**src/rtl/core/pbs_pkg.sv**
```systemverilog
// ----------------------------------------------------------------------------
// pbs_pkg
// Shared types, constants and code tables for the packed base store.
// ----------------------------------------------------------------------------
package pbs_pkg;

    localparam int POS_W      = 14;  // base position width
    localparam int BIT_POS_W  = 16;  // bit address of a code
    localparam int BYTE_IDX_W = 13;  // byte address of a code
    localparam int BANK_IDX_W = 12;  // byte address within one bank

    localparam logic [7:0] CH_DOLLAR = 8'h24;
    localparam logic [7:0] CH_A      = 8'h61;
    localparam logic [7:0] CH_C      = 8'h63;
    localparam logic [7:0] CH_G      = 8'h67;
    localparam logic [7:0] CH_T      = 8'h74;
    localparam logic [7:0] CH_STAR   = 8'h2A;

    localparam logic [2:0] CODE_LIMIT_3B = 3'd5;

    localparam logic MODE_2BIT = 1'b0;
    localparam logic MODE_3BIT = 1'b1;

    typedef struct packed {
        logic       ok;
        logic [2:0] code;
    } pbs_code_t;

    // Decoded request, handed from the address decoder to the store
    typedef struct packed {
        logic                  in_range;
        logic                  straddle;
        logic                  lo_odd;    // first byte sits in the odd bank
        logic [BANK_IDX_W-1:0] even_idx;
        logic [BANK_IDX_W-1:0] odd_idx;
        logic [3:0]            shamt;     // code position in the byte pair
        pbs_code_t             wcode;
    } pbs_req_t;

    // ASCII base to code in the current mode
    function automatic pbs_code_t base_code(input logic [7:0] ch, input logic mode);
        pbs_code_t r;
        r.ok   = 1'b1;
        r.code = 3'd0;
        if (mode == MODE_3BIT)
        begin
            unique case (ch)
                CH_DOLLAR: r.code = 3'd0;
                CH_A:      r.code = 3'd1;
                CH_C:      r.code = 3'd2;
                CH_G:      r.code = 3'd3;
                CH_T:      r.code = 3'd4;
                default:   r.ok   = 1'b0;
            endcase
        end
        else
        begin
            unique case (ch)
                CH_A:    r.code = 3'd0;
                CH_C:    r.code = 3'd1;
                CH_G:    r.code = 3'd2;
                CH_T:    r.code = 3'd3;
                default: r.ok   = 1'b0;
            endcase
        end
        return r;
    endfunction

    // Code to ASCII base; unused 3-bit codes read as '*'
    function automatic logic [7:0] code_char(input logic [2:0] code, input logic mode);
        logic [7:0] ch;
        ch = CH_STAR;
        if (mode == MODE_3BIT)
        begin
            unique case (code)
                3'd0:    ch = CH_DOLLAR;
                3'd1:    ch = CH_A;
                3'd2:    ch = CH_C;
                3'd3:    ch = CH_G;
                3'd4:    ch = CH_T;
                default: ch = CH_STAR;
            endcase
        end
        else
        begin
            unique case (code[1:0])
                2'd0: ch = CH_A;
                2'd1: ch = CH_C;
                2'd2: ch = CH_G;
                2'd3: ch = CH_T;
            endcase
        end
        return ch;
    endfunction

endpackage

```
**src/rtl/core/pbs_decode.sv**
```systemverilog
// ----------------------------------------------------------------------------
// pbs_decode
// Turns a base position and character into bank addresses, pair shift,
// range check and the code to OR in.
// ----------------------------------------------------------------------------
module pbs_decode
    import pbs_pkg::*;
#(
    parameter int STORE_BYTES = 4096
)
(
    input  logic [POS_W-1:0] position,
    input  logic [7:0]       base_char,
    input  logic             mode,
    output pbs_req_t         req
);

    logic [BIT_POS_W-1:0]  pos_ext;
    logic [BIT_POS_W-1:0]  bit_pos;
    logic [BIT_POS_W-1:0]  last_bit;
    logic [2:0]            sym_w;
    logic [BYTE_IDX_W-1:0] byte_idx;
    logic [BYTE_IDX_W-1:0] last_byte;
    logic [2:0]            offset;
    logic [BYTE_IDX_W:0]   next_byte;

    // Bit address: position times symbol width
    assign pos_ext  = BIT_POS_W'(position);
    assign sym_w    = (mode == MODE_3BIT) ? 3'd3 : 3'd2;
    assign bit_pos  = (mode == MODE_3BIT) ? (pos_ext + (pos_ext << 1)) : (pos_ext << 1);
    assign last_bit = bit_pos + BIT_POS_W'(sym_w - 3'd1);

    assign byte_idx  = bit_pos[BIT_POS_W-1:3];
    assign offset    = bit_pos[2:0];
    assign last_byte = last_bit[BIT_POS_W-1:3];
    assign next_byte = (BYTE_IDX_W+1)'(byte_idx) + (BYTE_IDX_W+1)'(1);

    always_comb
    begin
        req.in_range = 32'(last_byte) < 32'(STORE_BYTES);
        req.straddle = (4'(offset) + 4'(sym_w)) > 4'd8;
        req.lo_odd   = byte_idx[0];
        // Even bank holds the first byte, or the second one when the first is odd
        req.even_idx = byte_idx[0] ? next_byte[BANK_IDX_W:1] : byte_idx[BANK_IDX_W:1];
        req.odd_idx  = byte_idx[BANK_IDX_W:1];
        req.shamt    = 4'(5'd16 - 5'(offset) - 5'(sym_w));
        req.wcode    = base_code(base_char, mode);
    end

endmodule

```
**config.mk**
```make
export PLATFORM = sky130hd
export DESIGN_NAME = pbs_decode
export DESIGN_NICKNAME = d
export VERILOG_FILES = /design/src/rtl/core/pbs_pkg.sv /design/src/rtl/core/pbs_decode.sv
export SDC_FILE = /design/constraint.sdc
export NUM_CORES = 1
export LEC_CHECK = 0
export BUFFER_PORTS_ARGS = -buffer_cell sky130_fd_sc_hd__buf_2
export CAP_MARGIN = 0
export CORE_ASPECT_RATIO = 0.5
export CORE_MARGIN = 3
export CORE_UTILIZATION = 47
export DETAILED_ROUTE_END_ITERATION = 6
export PLACE_DENSITY_LB_ADDON = 0.1
export RECOVER_POWER = 100
export SYNTH_ARGS = -nofsm -noshare
export SYNTH_HDL_FRONTEND = slang
export SYNTH_SLANG_ARGS = --single-unit
export TNS_END_PERCENT = 1
```
**constraint.sdc**
```tcl
create_clock -name vclk -period 3.1
set_clock_uncertainty 0.1 [all_clocks]
set_input_delay 0.31 -clock vclk [all_inputs]
set_output_delay 0.31 -clock vclk [all_outputs]
set_load 0.03 [all_outputs]
```
# --- Yosys cells after proc, flatten, opt, wreduce, memory -nomap -nowiden ---
# Index checks and enable logic that the tools add are counted.
classes:
  eq_ne: 5
  muxes: 8
  magnitude_cmp: 2
  reduce_logical: 2
  add_sub_neg: 7
op_table:
  columns: ["cell", "count"]
  rows:
  - ["== test 8 x 7 -> 1 bit, second input constant", 4]
  - ["adder 14 x 15 -> 16 bit", 1]
  - ["adder 16 bit", 1]
  - ["2-to-1 mux 16 bit", 1]
  - ["adder 13 x 1 -> 13 bit, second input constant", 1]
  - ["< comparator 13 bit, second input constant", 1]
  - ["2-to-1 mux 12 bit", 1]
  - ["case mux 3 bit (4 select lines)", 1]
  - ["== test 8 x 6 -> 1 bit, second input constant", 1]
  - ["case mux 2 bit (3 select lines)", 1]
  - ["OR reduction 5 bit", 1]
  - ["adder 3 x 2 -> 4 bit", 1]
  - ["greater-than comparator 4 bit, second input constant", 1]
  - ["2-to-1 mux 4 bit", 1]
  - ["OR reduction 4 bit", 1]
  - ["subtractor 1 x 3 -> 4 bit, first input constant", 1]
  - ["subtractor 4 x 2 -> 4 bit", 1]
  - ["2-to-1 mux 1 bit", 3]
  - ["subtractor 2 x 1 -> 3 bit, second input constant", 1]
totals:
  out_inout_bits: 35
  register_bits: 0
  word_cells: 24
  input_bits: 23

# --- Depth between registers and ports, before layout ---
# Gate-level depths: netlist (run 1).
logic_depth:
  ltp_word: 4
  depth_mapped: 12
  depth_no_buf: 12

# --- Worst setup path before layout (run 1) ---
# Ideal clock, no wire load.
synth_path:
  kind: "input -> output"
  startpoint: "in position[0]"
  endpoint: "out req[29] (netlist name)"
  slack_ns: -0.268
  t_arrival_ns: 2.958
  t_required_ns: 2.690
  cell_stages: 12
  cell_sequence: "ha_1 > inv_1 > fa_1 > xnor2_1 > nand2_1 > a21boi_1 > inv_1 > ha_1 > nand2_1 > nor3_1 > nand3b_1 > xnor2_1"
synth_rtl:
  columns: ["item", "line", "source"]
  rows:
  - ["from (decl)", "pbs_decode.sv:12", "input logic [POS_W-1:0] position,"]
  - ["to (decl)", "pbs_decode.sv:15", "output pbs_req_t req"]

==> results.md, run 1 <==
- The count of nets left with antenna violations once routing finished came out at 0.
- For this run, global-route usage on met1 was measured as 0.2865.
- The net count after synthesis is ~250.
- The initial DRC count is 61.
- Ranked by total cell area, the synthesized netlist is headed by ha_1, xnor2_1, nand2_1, a21oi_1, mux2i_1.
- The met3 demand-to-capacity share in global routing is 0.01429.
- For this run, the total global-route usage over all layers was measured as 0.2332.
- The final RePlAce weighted congestion is 0.8516.
- The count of antenna diodes in the layout is 0.
- The number of nets in the layout is 334.
- The highest net fanout along the worst path is 4.
- The count of buffers added on input and output ports is 58.
- The number of failing hold endpoints at the final stage is 0.
- Timing would allow up to 314.7 MHz.
- For met2 alone, demand over resource in global routing was 0.4640.
- The via count of the first global-routing pass is ~1800.
- The final sequential cell count is 0.
- The reported max-cap violation count is 0.
- The tightest min-delay check is of the in -> out type.
- The most frequent standard cell in the layout excluding fill and tap cells is buf_2.
- The detailed-route DRC error count is 0.
- For this run, the number of Yosys warnings is 0.
- The final critical delay including setup and external delays is approximately 3200 ps.
- The post-route setup TNS is -174.9 ps.
- The area of the multi-input gates is 1529 um2.
- The standard-cell row count is 13.
- The layout has 0 clock buffers.
- The mean instance size in the synthesized netlist is 7.331 um2.
- The count of buffers added by post-CTS timing repair for setup is 0.
- The distinct cell type count of the synthesized netlist is 59.
- The cell area after synthesis is 1510 um2.
- Detailed placement ended at an HPWL of 3920 um.
- After clock tree synthesis, the flow added hold-fix buffers numbering 0.
- The total die area is 3970 um2.
- The remaining global-route overflow is 0.
- The worst path setup slack after routing is -77.43 ps.
- Of the available clock period, the critical path in the final layout requires 1.025.
- The worst slew margin relative to its limit is 0.6887.
- The count of final setup violators is 3.
- The area inside the core boundary is 2814 um2.
- The share of Yosys cell area claimed by the top area cell type is 0.1408.
- The slew at the pin closest to its max-slew limit is 466.5 ps.
- The flow ran to the end, but the final reports show violations.
- The worst hold slack after final layout is 889.7 ps.
- The power per standard cell area is 283.5 nW/um2.
- The detailed router placed 1875 vias in this run.
- Wires add up to 4721 um.
- The I/O pin count is 58.
- For the worst setup path, the data required time is 2690 ps.
- The ratio of cells with drive above 1 in the final layout is 0.4241.
- The worst setup path is launched from a primary input.
- Entering global routing, the biggest net connects 21 pins.
- In the final layout, flip-flops and latches occupy 0 um2.
- Relative to the synthesized area, the layout overhead comes to 43.41%.
- The kind of end point of the critical path is an output port.
- The critical path in this run is classified as in -> out.
- The average detailed-routed wire length per instance is 14.44 um.
- IR analysis of the VDD net gives a maximum drop of 0.1965 mV.
- The number of max-slew violations in the final report is 0.
- Setup repair after global routing could not meet its margin everywhere.
- In the layout the commonest cells are buf_2, buf_4, nand2_1, ha_1, inv_1.
- The die is 86.17 um wide.
- In the synthesized netlist, the number of instances is 206.
- The floorplan step set the die height to 46.08 um.
- The initial standard-cell utilization of the core is 0.5367.
- The final reports fail on setup timing.
- The filler cells instantiated in the layout total 225.
- Using the TritonRoute via totals, the vias-per-cell ratio works out to ~5.7.
- The register area share after synthesis is 0.
- The global-route wire length before repair is 7541 um.
- The most area-hungry cell type in the Yosys netlist is ha_1.
- The endpoint arrival time on the critical path is 2770 ps.
- The first TritonRoute pass finished after 4 iterations.
- The number of antenna violations at the first check in global routing came to 0.
- The analysis attributes to cell leakage a power of 0.001056 uW.
- The global routing stage identified its most utilized layer as met2.
cell usage after synthesis, drive strengths merged (5+ instances only):
| library cell | count |
|---|---|
| nand2 | 22 |
| ha | 17 |
| a21oi | 14 |
| inv | 14 |
| nor2 | 12 |
| xnor2 | 12 |
| nand3 | 10 |
| nor3 | 9 |
| a21o | 7 |
| mux2i | 7 |
| nor2b | 7 |
| o21ai | 7 |
| a31oi | 5 |
| and2 | 5 |
| o21a | 5 |
timing repair:
item / CTS / global route
pin swaps: 0 / 2
endpoints found under the hold margin: 0 / 0
gates resized for setup: 7 / 12
gates cloned: 0 / 0
endpoints found under the setup margin: 7 / 9
critical path, stage by stage:
cell	delay, ps
buf_2	130
ha_2	340
o211ai_1	140
o21a_1	260
a21oi_2	190
mux2i_2	320
a41oi_2	200
nor4_4	400
nand3_2	150
xor2_2	170
buf_4	180
per-stage QoR:
stage	power, uW	setup WS (ps)	utilization	std cells	cell area [um2]
2_1_floorplan	404.5	-40.57	-	206	1544
3_3_place_gp	571.1	-34.23	0.7426	327	2090
3_5_place_dp	584.4	-176.7	0.7426	327	2090
4_1_cts	594.7	-63.55	0.7528	327	2118
5_1_grt	660.3	-194.8	0.7697	327	2166
6_report	613.9	-77.43	0.7697	327	2166
path summary, 6_finish.rpt:
check / slack (ps) / start / depth (start not counted) / end
worst max-delay path: -80 / position[2] / 11 / req[34]
worst min-delay path: 890 / position[1] / 3 / req[33]
area by class of cell:
cell class,instances,area share
multi-input combinational,186,0.7060
timing repair buffer,89,0.2467
inverter,15,0.02600
tap,37,0.02137
report_power, final:
part / leakage, uW / switching [uW] / internal, uW
Clock: 0 / 0 / 0
Sequential: 0 / 0 / 0
Combinational: 0.00106 / 374 / 240
Total: 0.00106 / 374 / 240
cells by family (layout without fill, tap and decap cells):
group	after synthesis	after routing	synth area share
adders and majority gates	19	19	0.1674
xor gates and xnor gates	16	16	0.09279
AOI/OAI and AO/OA	61	61	0.3132
and+or+nand+nor	82	82	0.3115
muxes	8	8	0.06214
buffers and inverters	20	104	0.05302
metal layers:
| layer | up-vias | wire length [um] |
|---|---|---|
| met5 | - | 0 |
| met4 | 0 | 20 |
| met3 | 2 | 217 |
| met2 | 67 | 2427 |
| met1 | 878 | 2056 |
| li1 | 928 | - |
Note: power is estimated with default switching activity, not from simulation.
==> run 2: changes to the inputs <==
--- a/config.mk
+++ b/config.mk
@@ -9,7 +9,7 @@
 export CAP_MARGIN = 0
 export CORE_ASPECT_RATIO = 0.5
 export CORE_MARGIN = 3
-export CORE_UTILIZATION = 47
+export CORE_UTILIZATION = 30
 export DETAILED_ROUTE_END_ITERATION = 6
 export PLACE_DENSITY_LB_ADDON = 0.1
 export RECOVER_POWER = 100
==> run 2 against run 1 <==
Compared with the run above: the run still ends with setup timing left; worst hold slack worse by 48 ps; non-clock buffer count up 17; setup slack better by 3.4 ps; core utilization down 24 points; first-iteration DRC count down 46%; combinational power up 10%; final cell count up 14%; via count down 0.75%.
==> results.md, run 2 (synthesized netlist as in run 1, its figures left out) <==
- The area inside the core boundary is 4616 um2 (+64%).
- The total routing usage reported by global routing is 0.1552 (-0.07802).
- The power per standard cell area is 274.6 nW/um2 (-3.1%).
- Setup repair after global routing could not meet its margin everywhere.
- The worst path setup slack after routing is -74.03 ps (+3.403 ps).
- The number of buffer and inverter instances along the worst setup path is 6 (+4).
- The critical path launch point type is a primary input.
- The number of detailed-routing iterations run before antenna repair is 4 (unchanged).
- The number of antenna violations at the first check in global routing is 0 (unchanged).
- Traced cell by cell, the critical path runs through buf_8, buf_4, ha_4, a211oi_4, buf_4, o21ai_4, buf_6, nor3_2, a311oi_2, a32oi_2, buf_4, nor3_4, nand3b_1, xnor2_2, buf_4.
- The remaining global-route overflow is 0 (unchanged).
- The leakage power summed over all cells was 0.001132 uW (+7.2%).
- The count of hold-fix buffers inserted at cts came to 0 (unchanged).
- The cell seen most often among critical-path stages is buf_4.
- The combined flip-flop and latch cell area is 0 um2 (unchanged).
- The number of nets in the layout was 351 (+5.1%).
- The power after layout is 675.8 uW (+10%).
- The initial standard-cell utilization of the core is 0.3272 (-0.2095).
- The overall via count from detail_route is 1861 (-0.75%).
- The die boundary height was 56.17 um (+22%).
- The final critical delay including setup and external delays is 3174 ps (-3.403 ps).
- The final RePlAce weighted congestion came to 0.8029 (-5.7%).
- The path class of the tightest hold or removal check is in -> out.
- STA classifies the critical path endpoint as an output port.
- The ratio of cells with drive above 1 in the final layout is 0.4658 (+0.04166).
- The average detailed-routed wire length per instance was 13.11 um (-9.2%).
- The slew at the pin closest to its max-slew limit is 373.2 ps (-93.32 ps).
- The required time reported for the critical path endpoint was 2690 ps (about the same).
- The reported max-cap violation count is 0 (unchanged).
- Leaving out fill and tap cells, the most frequent cells in the layout are buf_4, buf_2, nand2_1, ha_1.
- The detailed-route DRC error count is 0 (unchanged).
- For this design, the slowest cell found on the critical path is a311oi_2.
- The half-perimeter wire length after placement was 3908 um (-0.33%).
- The worst slew margin relative to its limit is 0.7494 (+0.06068).
- The die span in x came to 106.3 um (+23%).
- The count of antenna diodes in the layout came to 0 (unchanged).
- The number of input and output port buffers inserted is 58 (unchanged).
- The maximum clock frequency is 315.1 MHz (+0.11%).
- The via count of the first global-routing pass is 1797 (-0.72%).
- The standard-cell row count is 17 (+4).
- The number of standard cells in the layout, taps in and fillers out is 373 (+14%).
- The count of final setup violators was 6 (+3).
- The number of max-slew violations in the final report was 0 (unchanged).
- The highest net fanout along the worst path was 4 (unchanged).
- The run finished, with violations left.
- The critical path in this run is classified as in -> out.
- The global-route wire length before repair is 8010 um (+6.2%).
- The total length of routed wires is 4891 um (+3.6%).
- The count of clock-net buffers in the final layout is 0 (unchanged).
- The library cell used most frequently in the layout, excluding fill and tap cells, is buf_4.
- Relative to the synthesized area, the layout overhead comes to 62.97%.
- The initial DRC count is 33 (-46%).
- The checks that failed: setup timing.
- The number of failing hold endpoints at the final stage is 0 (unchanged).
- The largest voltage drop on the vdd net is 0.1423 mV (-28%).
- The mean number of vias per cell was 4.989 (-13%).
- The final sequential cell count is 0 (unchanged).
- The endpoint arrival time on the critical path is 2760 ps (about the same).
- The total die area is 5973 um2 (+50%).
- The largest delay contributor family on the critical path is buffers and inverters.
- The residual antenna-violating net count after detailed routing is 0 (unchanged).
- The ratio of final minimum period to clock period was 1.024 (-0.001098).
- The I/O pin count was 58 (unchanged).
- The peak per-stage delay on the critical path came to 350 ps (-50 ps).
- The maximum number of pins on one net before global-route repair came to 20 (-4.8%).
- The post-placement cell count was 364 (+11%).
[run 2: cell types whose count changed in the layout (fill, tap and decap cells not counted), moves of 2 or more]
cell,previous run,this run
clkbuf_1,1,9
inv_2,1,3
ha_4,0,3
a21oi_4,0,2
buf_2,52,41
ha_1,16,13
a21oi_1,12,9
buf_6,0,5
buf_4,34,49
[run 2: cell type report]
class	instances	area [um2]
fill	464	2155
inverter	15	56.30
multi-input combinational	186	1637
tap	66	82.58
timing repair buffer	106	685.7
[run 2: path summary, 6_finish.rpt]
check	endpoint	slack [ps]	cells past startpoint	from
hold / removal	req[33]	840	3	position[1]
setup / recovery	req[29]	-70	15	position[1]
[run 2: repair_timing]
action,in CTS,in global routing
buffers inserted,5,5
gates resized for setup,22,26
setup endpoints to repair,7,10
pin swaps,13,18
[run 2: tightest hold or removal path: cells and delay by family]
kind / cells / cell delay (ps)
buffers and inverters: 2 / 250
AO/OA/AOI/OAI: 1 / 70
[run 2: metal layers]
| layer | up-vias | track usage | part of all wire |
|---|---|---|---|
| met5 | - | 0 | 0 |
| met4 | 0 | 0 | 0.0039 |
| met3 | 2 | 0.002317 | 0.036 |
| met2 | 41 | 0.2943 | 0.50 |
| met1 | 857 | 0.2090 | 0.46 |
| li1 | 961 | - | - |
[run 2: power by group]
group / switching [uW] / total, uW / internal, uW
clock network: 0 / 0 / 0
logic: 393 / 676 / 282
registers: 0 / 0 / 0
[run 2: through the flow]
step | cell area, um2 | setup slack, ps | utilization | hold WS [ps] | setup TNS (ps)
floorplan | 1544 | -40.57 | - | 627.3 | -40.57
global placement | 2186 | -179.7 | 0.4736 | 872.5 | -649.9
detailed placement | 2186 | -177.4 | 0.4736 | 883.0 | -687.7
CTS | 2308 | -92.29 | 0.5001 | 845.0 | -150.1
global route | 2461 | -178.4 | 0.5332 | 866.2 | -1065
finish | 2461 | -74.03 | 0.5332 | 842.2 | -286.4
